### config.mk
export PLATFORM = sky130hd
export DESIGN_NAME = max_sum_partition_dp_top
export DESIGN_NICKNAME = d
export VERILOG_FILES = /design/src/rtl/core/msp_pkg.sv /design/src/rtl/core/msp_window.sv /design/src/rtl/core/msp_mac.sv /design/src/rtl/core/max_sum_partition_dp_top.sv
export SDC_FILE = /design/constraint.sdc
export NUM_CORES = 2
export LEC_CHECK = 0
export BUFFER_PORTS_ARGS = -buffer_cell sky130_fd_sc_hd__clkbuf_2
export CAP_MARGIN = 20
export CELL_PAD_IN_SITES_DETAIL_PLACEMENT = 1
export CELL_PAD_IN_SITES_GLOBAL_PLACEMENT = 1
export CORE_AREA = 2 2 339 341
export DETAILED_ROUTE_END_ITERATION = 8
export DIE_AREA = 0 0 341 343
export PLACE_DENSITY = 0.91
export SYNTH_ARGS = -nofsm -noshare
export SYNTH_HDL_FRONTEND = slang
export SYNTH_SLANG_ARGS = --single-unit
### constraint.sdc
create_clock -name clk -period 7.8 [get_ports clk]
set_input_delay 1.17 -clock clk [delete_from_list [all_inputs] [get_ports clk]]
set_output_delay 1.17 -clock clk [all_outputs]
set_load 0.02 [all_outputs]
### src/rtl/core/msp_pkg.sv
`default_nettype none
// ----------------------------------------------------------------------------
// msp_pkg: shared types and helpers for the max-sum partition block
// widths, ring pointer arithmetic and the control bundle of the multiply-add unit
// ----------------------------------------------------------------------------
package msp_pkg;

    localparam int MAX_PART = 16;
    localparam int VAL_W    = 30;
    localparam int SUM_W    = 40;
    localparam int CFG_W    = 5;
    localparam int PTR_W    = $clog2(MAX_PART);
    localparam int CNT_W    = $clog2(MAX_PART + 1);
    localparam int PROD_W   = VAL_W + CNT_W;

    typedef logic [PTR_W-1:0] ptr_t;
    typedef logic [CNT_W-1:0] cnt_t;
    typedef logic [VAL_W-1:0] val_t;
    typedef logic [SUM_W-1:0] sum_t;

    // control bundle from the sequencer to the shared multiply-add unit
    typedef struct packed {
        logic clear;
        logic issue;
        cnt_t len;
    } mac_ctl_t;

    // slot that lies off places behind head, off in 0..MAX_PART
    function automatic ptr_t ring_back(input ptr_t head, input cnt_t off);
        logic [CNT_W:0] o;
        logic [CNT_W:0] h;
        o = (off >= CNT_W'(MAX_PART)) ? '0 : {1'b0, off};
        h = (CNT_W + 1)'(head);
        if (h >= o) begin
            return PTR_W'(h - o);
        end
        return PTR_W'(h + (CNT_W + 1)'(MAX_PART) - o);
    endfunction

    function automatic ptr_t ring_next(input ptr_t head);
        return (head == PTR_W'(MAX_PART - 1)) ? '0 : PTR_W'(head + 1'b1);
    endfunction

endpackage
`default_nettype wire

### src/rtl/core/msp_window.sv
`default_nettype none
// ----------------------------------------------------------------------------
// msp_window: rings of recent elements and recent prefix bests
// one write port and one registered read port per ring
// ----------------------------------------------------------------------------
module msp_window (
    input  wire logic          clk,
    input  wire logic          val_we,
    input  wire msp_pkg::ptr_t val_wptr,
    input  wire msp_pkg::val_t val_wdata,
    input  wire msp_pkg::ptr_t val_rptr,
    output msp_pkg::val_t      val_rdata,
    input  wire logic          pre_we,
    input  wire msp_pkg::ptr_t pre_wptr,
    input  wire msp_pkg::sum_t pre_wdata,
    input  wire msp_pkg::ptr_t pre_rptr,
    output msp_pkg::sum_t      pre_rdata
);
    import msp_pkg::*;

    val_t recent_reg [MAX_PART];
    sum_t prefix_reg [MAX_PART];
    val_t val_rdata_reg;
    sum_t pre_rdata_reg;

    always_ff @(posedge clk)
    begin
        if (val_we)
        begin
            recent_reg[val_wptr] <= val_wdata;
        end
        if (pre_we)
        begin
            prefix_reg[pre_wptr] <= pre_wdata;
        end
        val_rdata_reg <= recent_reg[val_rptr];
        pre_rdata_reg <= prefix_reg[pre_rptr];
    end

    assign val_rdata = val_rdata_reg;
    assign pre_rdata = pre_rdata_reg;

endmodule
`default_nettype wire

### src/rtl/core/msp_mac.sv
`default_nettype none
// ----------------------------------------------------------------------------
// msp_mac: shared running-max, multiply-add and compare unit
// stage one multiplies the running max by the length, stage two adds and keeps the best
// ----------------------------------------------------------------------------
module msp_mac (
    input  wire logic              clk,
    input  wire logic              rst_n,
    input  wire msp_pkg::mac_ctl_t ctl,
    input  wire msp_pkg::val_t     elem,
    input  wire msp_pkg::sum_t     prev_best,
    output msp_pkg::sum_t          best
);
    import msp_pkg::*;

    localparam logic [SUM_W:0] SAT = (SUM_W + 1)'({SUM_W{1'b1}});

    val_t              run_max_reg;
    logic [PROD_W-1:0] prod_reg;
    sum_t              prev_best_reg;
    logic              pv_reg;
    sum_t              best_reg;

    val_t              run_max_next;
    logic [SUM_W:0]    cand_raw;
    sum_t              cand;

    assign run_max_next = (elem > run_max_reg) ? elem : run_max_reg;
    assign cand_raw     = (SUM_W + 1)'(prod_reg) + (SUM_W + 1)'(prev_best_reg);
    assign cand         = (cand_raw > SAT) ? SAT[SUM_W-1:0] : cand_raw[SUM_W-1:0];

    always_ff @(posedge clk or negedge rst_n)
    begin
        if (!rst_n)
        begin
            pv_reg <= 1'b0;
        end
        else
        begin
            pv_reg <= ctl.issue & ~ctl.clear;
        end
    end

    always_ff @(posedge clk)
    begin
        if (ctl.clear)
        begin
            run_max_reg <= '0;
            best_reg    <= '0;
        end
        else
        begin
            if (ctl.issue)
            begin
                run_max_reg   <= run_max_next;
                prod_reg      <= PROD_W'(run_max_next) * PROD_W'(ctl.len);
                prev_best_reg <= prev_best;
            end
            if (pv_reg && (cand > best_reg))
            begin
                best_reg <= cand;
            end
        end
    end

    assign best = best_reg;

endmodule
`default_nettype wire

### src/rtl/core/max_sum_partition_dp_top.sv
`default_nettype none
// ----------------------------------------------------------------------------
// max_sum_partition_dp_top: streaming partition of an array for maximum sum
// elements arrive one per item; on the last one the best partition total leaves
// ----------------------------------------------------------------------------
//  channel   | signals                               | direction
//  ----------+---------------------------------------+----------
//  input     | in_valid, in_ready, value, last       | in
//  result    | out_valid, out_ready, best_sum        | out
//  config    | cfg_valid, cfg_ready, max_part        | in
//
//  an element walks lim candidate lengths, lim = min(max_part, elements so far + 1),
//  with max_part 0 taken as 1 and capped at MAX_PART, so at most 16; the walk reads
//  one candidate length per cycle from the window, the shared multiply-add unit
//  takes each from the registered read, then drain, settle and write-back follow
//  reset clears the window count, ring head and output valid; max_part resets to 1
//  in_ready is high only between items; a last element waits in write-back
//  while an earlier result is still not taken
// ----------------------------------------------------------------------------
module max_sum_partition_dp_top (
    input  wire logic                       clk,
    input  wire logic                       rst_n,
    input  wire logic                       in_valid,
    output logic                            in_ready,
    input  wire logic [msp_pkg::VAL_W-1:0]  value,
    input  wire logic                       last,
    output logic                            out_valid,
    input  wire logic                       out_ready,
    output logic [msp_pkg::SUM_W-1:0]       best_sum,
    input  wire logic                       cfg_valid,
    output logic                            cfg_ready,
    input  wire logic [msp_pkg::CFG_W-1:0]  max_part
);
    import msp_pkg::*;

    localparam logic [2:0] ST_IDLE   = 3'd0;
    localparam logic [2:0] ST_WALK   = 3'd1;
    localparam logic [2:0] ST_DRAIN  = 3'd2;
    localparam logic [2:0] ST_SETTLE = 3'd3;
    localparam logic [2:0] ST_FINISH = 3'd4;

    logic [2:0]       state_reg, state_next;
    logic [CFG_W-1:0] max_part_reg;
    ptr_t             head_reg;
    cnt_t             seen_reg;
    cnt_t             lim_reg;
    cnt_t             len_reg;
    logic             rd_valid_reg;
    cnt_t             rd_len_reg;
    logic             last_reg;
    logic             out_valid_reg;
    sum_t             best_sum_reg;

    logic             accept;
    logic             finish;
    cnt_t             k_eff;
    logic [CNT_W:0]   seen_p1;
    cnt_t             lim_next;

    mac_ctl_t         mac_ctl;
    val_t             elem;
    sum_t             pre_rd;
    sum_t             prev_best;
    sum_t             best;
    ptr_t             val_rptr;
    ptr_t             pre_rptr;

    assign in_ready  = (state_reg == ST_IDLE);
    assign accept    = in_valid & in_ready;
    assign cfg_ready = 1'b1;

    // write-back fires unless a last result would overwrite one still waiting
    assign finish = (state_reg == ST_FINISH) &&
                    !(last_reg && out_valid_reg && !out_ready);

    // piece length limit: zero means one, above the ring depth saturates
    always_comb
    begin
        if (max_part_reg == '0)
        begin
            k_eff = cnt_t'(1);
        end
        else if (32'(max_part_reg) > MAX_PART)
        begin
            k_eff = cnt_t'(MAX_PART);
        end
        else
        begin
            k_eff = cnt_t'(max_part_reg);
        end
        seen_p1  = (CNT_W + 1)'(seen_reg) + 1'b1;
        lim_next = (seen_p1 > (CNT_W + 1)'(k_eff)) ? k_eff : seen_p1[CNT_W-1:0];
    end

    // walk back: element len-1 slots back, prefix best len slots back
    // read data lands in the next cycle, tagged with rd_len_reg
    assign val_rptr  = ring_back(head_reg, cnt_t'(len_reg - 1'b1));
    assign pre_rptr  = ring_back(head_reg, len_reg);
    assign prev_best = (rd_len_reg > seen_reg) ? '0 : pre_rd;

    assign mac_ctl.clear = accept;
    assign mac_ctl.issue = rd_valid_reg;
    assign mac_ctl.len   = rd_len_reg;

    msp_window u_window (
        .clk       (clk),
        .val_we    (accept),
        .val_wptr  (head_reg),
        .val_wdata (value),
        .val_rptr  (val_rptr),
        .val_rdata (elem),
        .pre_we    (finish),
        .pre_wptr  (head_reg),
        .pre_wdata (best),
        .pre_rptr  (pre_rptr),
        .pre_rdata (pre_rd)
    );

    msp_mac u_mac (
        .clk       (clk),
        .rst_n     (rst_n),
        .ctl       (mac_ctl),
        .elem      (elem),
        .prev_best (prev_best),
        .best      (best)
    );

    // sequencer
    always_comb
    begin
        state_next = state_reg;
        unique case (state_reg)
            ST_IDLE:
            begin
                if (accept)
                begin
                    state_next = ST_WALK;
                end
            end
            ST_WALK:
            begin
                if (len_reg == lim_reg)
                begin
                    state_next = ST_DRAIN;
                end
            end
            ST_DRAIN:
            begin
                state_next = ST_SETTLE;
            end
            ST_SETTLE:
            begin
                state_next = ST_FINISH;
            end
            ST_FINISH:
            begin
                if (finish)
                begin
                    state_next = ST_IDLE;
                end
            end
            default:
            begin
                state_next = ST_IDLE;
            end
        endcase
    end

    always_ff @(posedge clk or negedge rst_n)
    begin
        if (!rst_n)
        begin
            state_reg     <= ST_IDLE;
            max_part_reg  <= CFG_W'(1);
            head_reg      <= '0;
            seen_reg      <= '0;
            lim_reg       <= cnt_t'(1);
            len_reg       <= cnt_t'(1);
            rd_valid_reg  <= 1'b0;
            rd_len_reg    <= cnt_t'(1);
            last_reg      <= 1'b0;
            out_valid_reg <= 1'b0;
        end
        else
        begin
            state_reg    <= state_next;
            rd_valid_reg <= (state_reg == ST_WALK);
            rd_len_reg   <= len_reg;
            if (cfg_valid && cfg_ready)
            begin
                max_part_reg <= max_part;
            end
            if (accept)
            begin
                lim_reg  <= lim_next;
                len_reg  <= cnt_t'(1);
                last_reg <= last;
            end
            else if ((state_reg == ST_WALK) && (len_reg != lim_reg))
            begin
                len_reg <= cnt_t'(len_reg + 1'b1);
            end
            // result leaves when taken; a new one is loaded on last write-back
            if (finish && last_reg)
            begin
                out_valid_reg <= 1'b1;
            end
            else if (out_ready)
            begin
                out_valid_reg <= 1'b0;
            end
            if (finish)
            begin
                if (last_reg)
                begin
                    head_reg <= '0;
                    seen_reg <= '0;
                end
                else
                begin
                    head_reg <= ring_next(head_reg);
                    if (seen_reg < cnt_t'(MAX_PART))
                    begin
                        seen_reg <= cnt_t'(seen_reg + 1'b1);
                    end
                end
            end
        end
    end

    always_ff @(posedge clk)
    begin
        if (finish && last_reg)
        begin
            best_sum_reg <= best;
        end
    end

    assign out_valid = out_valid_reg;
    assign best_sum  = best_sum_reg;

endmodule
`default_nettype wire
Word-level counts from Yosys, hierarchy flattened
Memory sizes are Yosys's and may differ from the RTL's. A register that Yosys moved wholly into a read port is not among the register bits.
Index checks and enable logic that the tools add are counted.
{"block": "totals", "reg_bits": 221, "mem_bits_rw": 1120, "in_bits": 41, "output_inout_bits": 43, "mem_count": 2}
{"name": "u_window.prefix_reg", "depth": 16, "word_bits": 40, "rd": 1, "rd_ports_with_merged_regs": 1, "wr": 1, "line": "msp_window.sv:22", "text": "sum_t prefix_reg [MAX_PART];"}
{"name": "u_window.recent_reg", "depth": 16, "word_bits": 30, "rd": 1, "rd_ports_with_merged_regs": 1, "wr": 1, "line": "msp_window.sv:21", "text": "val_t recent_reg [MAX_PART];"}
{"block": "classes", "n_addsub": 11, "multipliers": 1, "n_lt_le_gt_ge": 11, "n_eq_ne": 10, "muxes": 29, "n_bitwise": 3, "n_reduce_logical": 16}
{"operator": "5-bit two-way mux", "count": 9}
{"operator": "35-bit by 40-bit adder with 41-bit output", "count": 1}
{"operator": "41-bit by 40-bit > comparator with 1-bit output (second input constant)", "count": 1}
{"operator": "40-bit > comparator", "count": 1}
{"operator": "40-bit two-way mux", "count": 1}
{"operator": "30-bit by 5-bit multiplier with 35-bit output", "count": 1}
{"operator": "30-bit > comparator", "count": 1}
{"operator": "30-bit two-way mux", "count": 1}
{"operator": "4-bit two-way mux", "count": 6}
{"operator": "4-bit subtractor", "count": 4}
{"operator": "3-bit case mux with 5 select lines", "count": 1}
{"operator": "5-bit by 1-bit adder with 5-bit output (second input constant)", "count": 2}
{"operator": "4-bit by 5-bit greater-or-equal comparator with 1-bit output", "count": 2}
{"operator": "5-bit greater-or-equal comparator (second input constant)", "count": 2}
{"operator": "3-bit two-way mux", "count": 3}
{"operator": "4-bit by 1-bit adder with 4-bit output (second input constant)", "count": 2}
{"operator": "1-bit two-way mux", "count": 8}
{"operator": "5-bit by 1-bit adder with 6-bit output (second input constant)", "count": 1}
{"operator": "3-bit by 2-bit equality test with 1-bit output (second input constant)", "count": 2}
{"operator": "6-bit by 5-bit > comparator with 1-bit output", "count": 1}
{"operator": "1-bit logical AND", "count": 6}
{"operator": "2-bit nonzero test", "count": 3}
{"operator": "5-bit equality test", "count": 1}
{"operator": "5-bit > comparator", "count": 1}
{"operator": "other kinds (16)", "count": 20}

Longest topological paths before layout
{"block": "logic_depth", "ltp_word": 6, "ltp_mapped": 28, "ltp_nobuf": 27}

Hierarchy
A second synthesis with hierarchy kept.
{"block": "unflattened", "hier_cells": 3640, "area_unflattened_um2": 61051.1}
{"mod": "msp_window", "instances": 1, "cells_per_inst": 1825, "area_per_inst_um2": 43714.4, "seq_area_each_um2": 35033.6}
{"mod": "msp_mac", "instances": 1, "cells_per_inst": 1503, "area_per_inst_um2": 13675.6, "seq_area_each_um2": 3678.5}
{"mod": "max_sum_partition_dp_top", "instances": 1, "cells_per_inst": 312, "area_per_inst_um2": 3661.0, "seq_area_each_um2": 2082.0}

Least setup slack after synthesis
Ideal clock, no wire load.
{"block": "synth_path", "path_type": "register to register", "startpoint": "reg u_mac.run_max_reg[20]", "endpoint": "reg u_mac.prod_reg[32], data pin", "setup_ps": 262, "arrival_ps": 6078, "t_required_ps": 7538, "setup_slack_ps": 1459, "path_stages_with_launch": 28, "n_path_buf": 2, "synth_period_minus_slack_ps": 6341, "path_cell_list": "dfxtp_1 -> inv_1 -> ha_1 -> nand4_1 -> nor3_1 -> nand2_1 -> or4_4 -> o2111a_1 -> o21ai_2 -> buf_2 -> nand3_2 -> a21boi_1 -> fa_1 -> fa_1 -> inv_1 -> fa_1 -> inv_1 -> ha_1 -> buf_2 -> a2111oi_4 -> o21ai_1 -> a221oi_2 -> a21oi_1 -> o2111ai_2 -> a21oi_1 -> a31oi_4 -> mux2i_1 -> nand3_1"}
{"block": "synth_between", "elab_chain_cells": 3}
{"item": "start: declaration", "line": "msp_mac.sv:18", "text": "val_t run_max_reg;"}
{"item": "start signal: assignment", "line": "msp_mac.sv:55", "text": "run_max_reg <= run_max_next;"}
{"item": "30-bit > comparator", "line": "msp_mac.sv:28", "text": "assign run_max_next = (elem > run_max_reg) ? elem : run_max_reg;"}
{"item": "30-bit two-way mux *", "line": "msp_mac.sv:28"}
{"item": "30-bit by 5-bit multiplier with 35-bit output *", "line": "msp_mac.sv:56", "text": "prod_reg <= PROD_W'(run_max_next) * PROD_W'(ctl.len);"}
{"item": "end signal: assignment", "line": "msp_mac.sv:56"}
{"item": "end: declaration", "line": "msp_mac.sv:19", "text": "logic [PROD_W-1:0] prod_reg;"}
Every way passes the cells marked *; elsewhere a longest branch is shown, timed or not.
A chain may end at the register's enable or synchronous reset.

Final worst setup path
Same ends and word-level chain as after synthesis.

==> impl_results.md <==
- Status: finished with violations
- Violated checks: negative setup slack
- Core area: 0.113 mm2
- R2R Path Start: u_mac.run_max_reg[20]
- Fillcell total: 9798
- Length of the first detailed-routing pass in iterations: 8
- CP required: 8360 ps
- Post-synthesis sequential element count: 1411
- Non-filler cells, final: 5542
- Initial Utilization: 0.546
- Crit path largest cell delay: 720 ps
- Area Growth Syn to Fin: 12.6%
- Worst-Skew Late Latency: 820 ps
- Max Cap Viol: 0
- Fmax: 122 MHz
- Routability cong.: 0.893
- Worst clock skew: 58.5 ps
- Vias in the first global route: 42300
- Nature of the critical path endpoint: flip-flop
- CP arrival: 8750 ps
- Clock transition at the registers of the reported paths: 80 ps
- Net Count, Synth: 4060
- Slew margin rel.: 0.241
- CTS tree: yes
- Routed length per instance: 41.4 um
- Delay-heaviest family, CP: adder cells
- Mapped Cells: 3761
- # hold bufs at CTS: 0
- Yosys cell types: 90
- Area of the mapped netlist: 0.0619 mm2
- Critical Path Source Type: flip-flop
- Hold Path Class: in2async
- CTS max path bufs: 3
- DR DRC count: 0
- Vias per inst: 7.48
- Final Hold Fails: 0
- Worst path slowest cell: fa_1
- Die Footprint: 0.117 mm2
- IO Count: 84
- Row count: 124
- Total Wirelength: 229 mm
- Met1 Use GR: 0.439
- Final setup viols: 12
- Sequential fraction of the synthesis area: 0.659
- CTS Buf Count: 141
- Clock sink total: 1411
- Reg2Reg Capture Point: u_mac.prod_reg[32]
- Ys async rst share: 0.0255
- Largest net degree at the start of global routing: 121
- CTS root buf: clkbuf_16
- Initial antenna violation count: 19
- Post-synth EDFFs: 1235
- Detail Route Antenna Nets: 0
- Total gr overflow: 0
- Fin nets: 4198
- Mean post-synth cell area: 16.5 um2
- First-pass GRT wire length: 301 mm
- Port bufs: 82
- Post-synth top flop: edfxtp_1
- Detailed Place HPWL: 102 mm
- Crit path kind: reg2reg
- Largest register FFs: 640
- Minimum clock period: 8200 ps
- Most common cell after layout, fill and taps aside: edfxtp_1
- WP buf/inv: 5
- Vias: 41500
- Commonest cells after routing, fill and taps aside: 1235 x edfxtp_1, 310 x mux4_2, 235 x nand2_1
- Met3 global-route usage: 0.102
- Busiest grt layer: met2
- Worst-path fanout max: 8
- Die height: 343 um
- H-tree depth: 4
- Max Slew Vio Count: 0
- Share of layout cells above drive strength 1: 0.221
- CP most frequent cell: fa_1
- Synthesis Warnings: 0
- R2r setup slk: -400 ps
- Tot GR Track Use: 0.359
- Met2 usage: 0.565
- R2R cell count: 26
- Final worst slack: -398 ps
- Die width: 341 um
- Dpl cells: 5249
- Iter 0 DRT Violations: 6904
- Worst slew pin tran: 1140 ps
- Fin crit share: 1.05
## stage by stage
stage / setup WS, ps / instance area [um2] / setup TNS [ps] / hold WS, ps / utilization
after floorplan: 1460 / 61900 / 0 / 352 / -
after global placement: 661 / 64500 / 0 / 426 / 0.568
after detailed placement: 317 / 64500 / 0 / 443 / 0.568
after CTS: 35.3 / 69400 / 0 / 446 / 0.612
after global routing: -295 / 69700 / -1860 / 224 / 0.615
final: -398 / 69700 / -1970 / 210 / 0.615
## repair_timing
item                                   CTS  global route
gates resized for setup                  9            32
setup endpoints to repair                9            14
buffers inserted                         2             9
endpoints found under the hold margin    0             0
pin swaps                                1             6
gates cloned                             2             2
## cells by family (layout without fill, tap and decap cells)
family	Yosys count	count (layout)	share of synthesized area
buffers and inverters	369	622	0.0239
adders and majority gates	258	258	0.0627
and+or+nand+nor	633	633	0.0518
AOI/OAI and AO/OA	657	661	0.0721
xor gates and xnor gates	81	81	0.0115
muxes	351	351	0.119
DFF	1411	1411	0.659
other	1	13	0.0000605
## cells in the mapped netlist, types with 19 or more instances
master | instances | area (um2)
a31oi_1 | 56 | 350
mux4_2 | 310 | 6980
dfrtp_1 | 32 | 801
clkbuf_1 | 119 | 447
o21ai_2 | 20 | 175
edfxtp_1 | 1235 | 37100
or2_2 | 19 | 119
fa_1 | 87 | 1740
inv_1 | 192 | 721
a211oi_1 | 54 | 405
dfxtp_1 | 140 | 2800
a21boi_1 | 75 | 563
xor2_1 | 26 | 228
o21a_1 | 38 | 285
nand3_1 | 35 | 175
o21ai_1 | 20 | 100
xnor2_1 | 55 | 482
ha_1 | 171 | 2140
buf_2 | 42 | 210
nor2b_1 | 56 | 350
nand2b_1 | 21 | 131
nand2_1 | 237 | 890
nor3_1 | 21 | 105
mux2i_1 | 35 | 350
o21ai_0 | 134 | 671
nor2_1 | 106 | 398
and2_1 | 48 | 300
a21o_1 | 61 | 458
a21oi_1 | 114 | 571
## how the worst max path moves through the flow
stage	cells after the start	to	from	slack [ps]
2_1_floorplan	27	u_mac.prod_reg[32]	u_mac.run_max_reg[20]	1460
6_report	26	u_mac.prod_reg[32]	u_mac.run_max_reg[20]	-400
5_1_grt	24	u_mac.prod_reg[32]	u_mac.run_max_reg[15]	-290
4_1_cts	27	u_mac.prod_reg[32]	u_mac.run_max_reg[27]	40
3_5_place_dp	25	u_mac.prod_reg[32]	u_mac.run_max_reg[27]	320
3_3_place_gp	25	u_mac.prod_reg[32]	u_mac.run_max_reg[21]	660
## cell type report
cell class	instances	area [um2]	share of cell area
timing repair buffer	167	1190	0.0170
antenna	12	30.0	0.000431
clock inverter	94	1060	0.0152
clock buffer	168	3780	0.0542
sequential	1411	40800	0.585
inverter	193	724	0.0104
tap	1512	1890	0.0271
multi-input combinational	1985	20300	0.291
## metal layers
layer,routed length [um],part of all wire
met1,72200,0.31
met3,31300,0.14
met2,105000,0.46
met4,20700,0.090
met5,176,0.00077
Power is not shown: default switching activity piles up to over one toggle a cycle in this logic, so the estimate is an artifact.
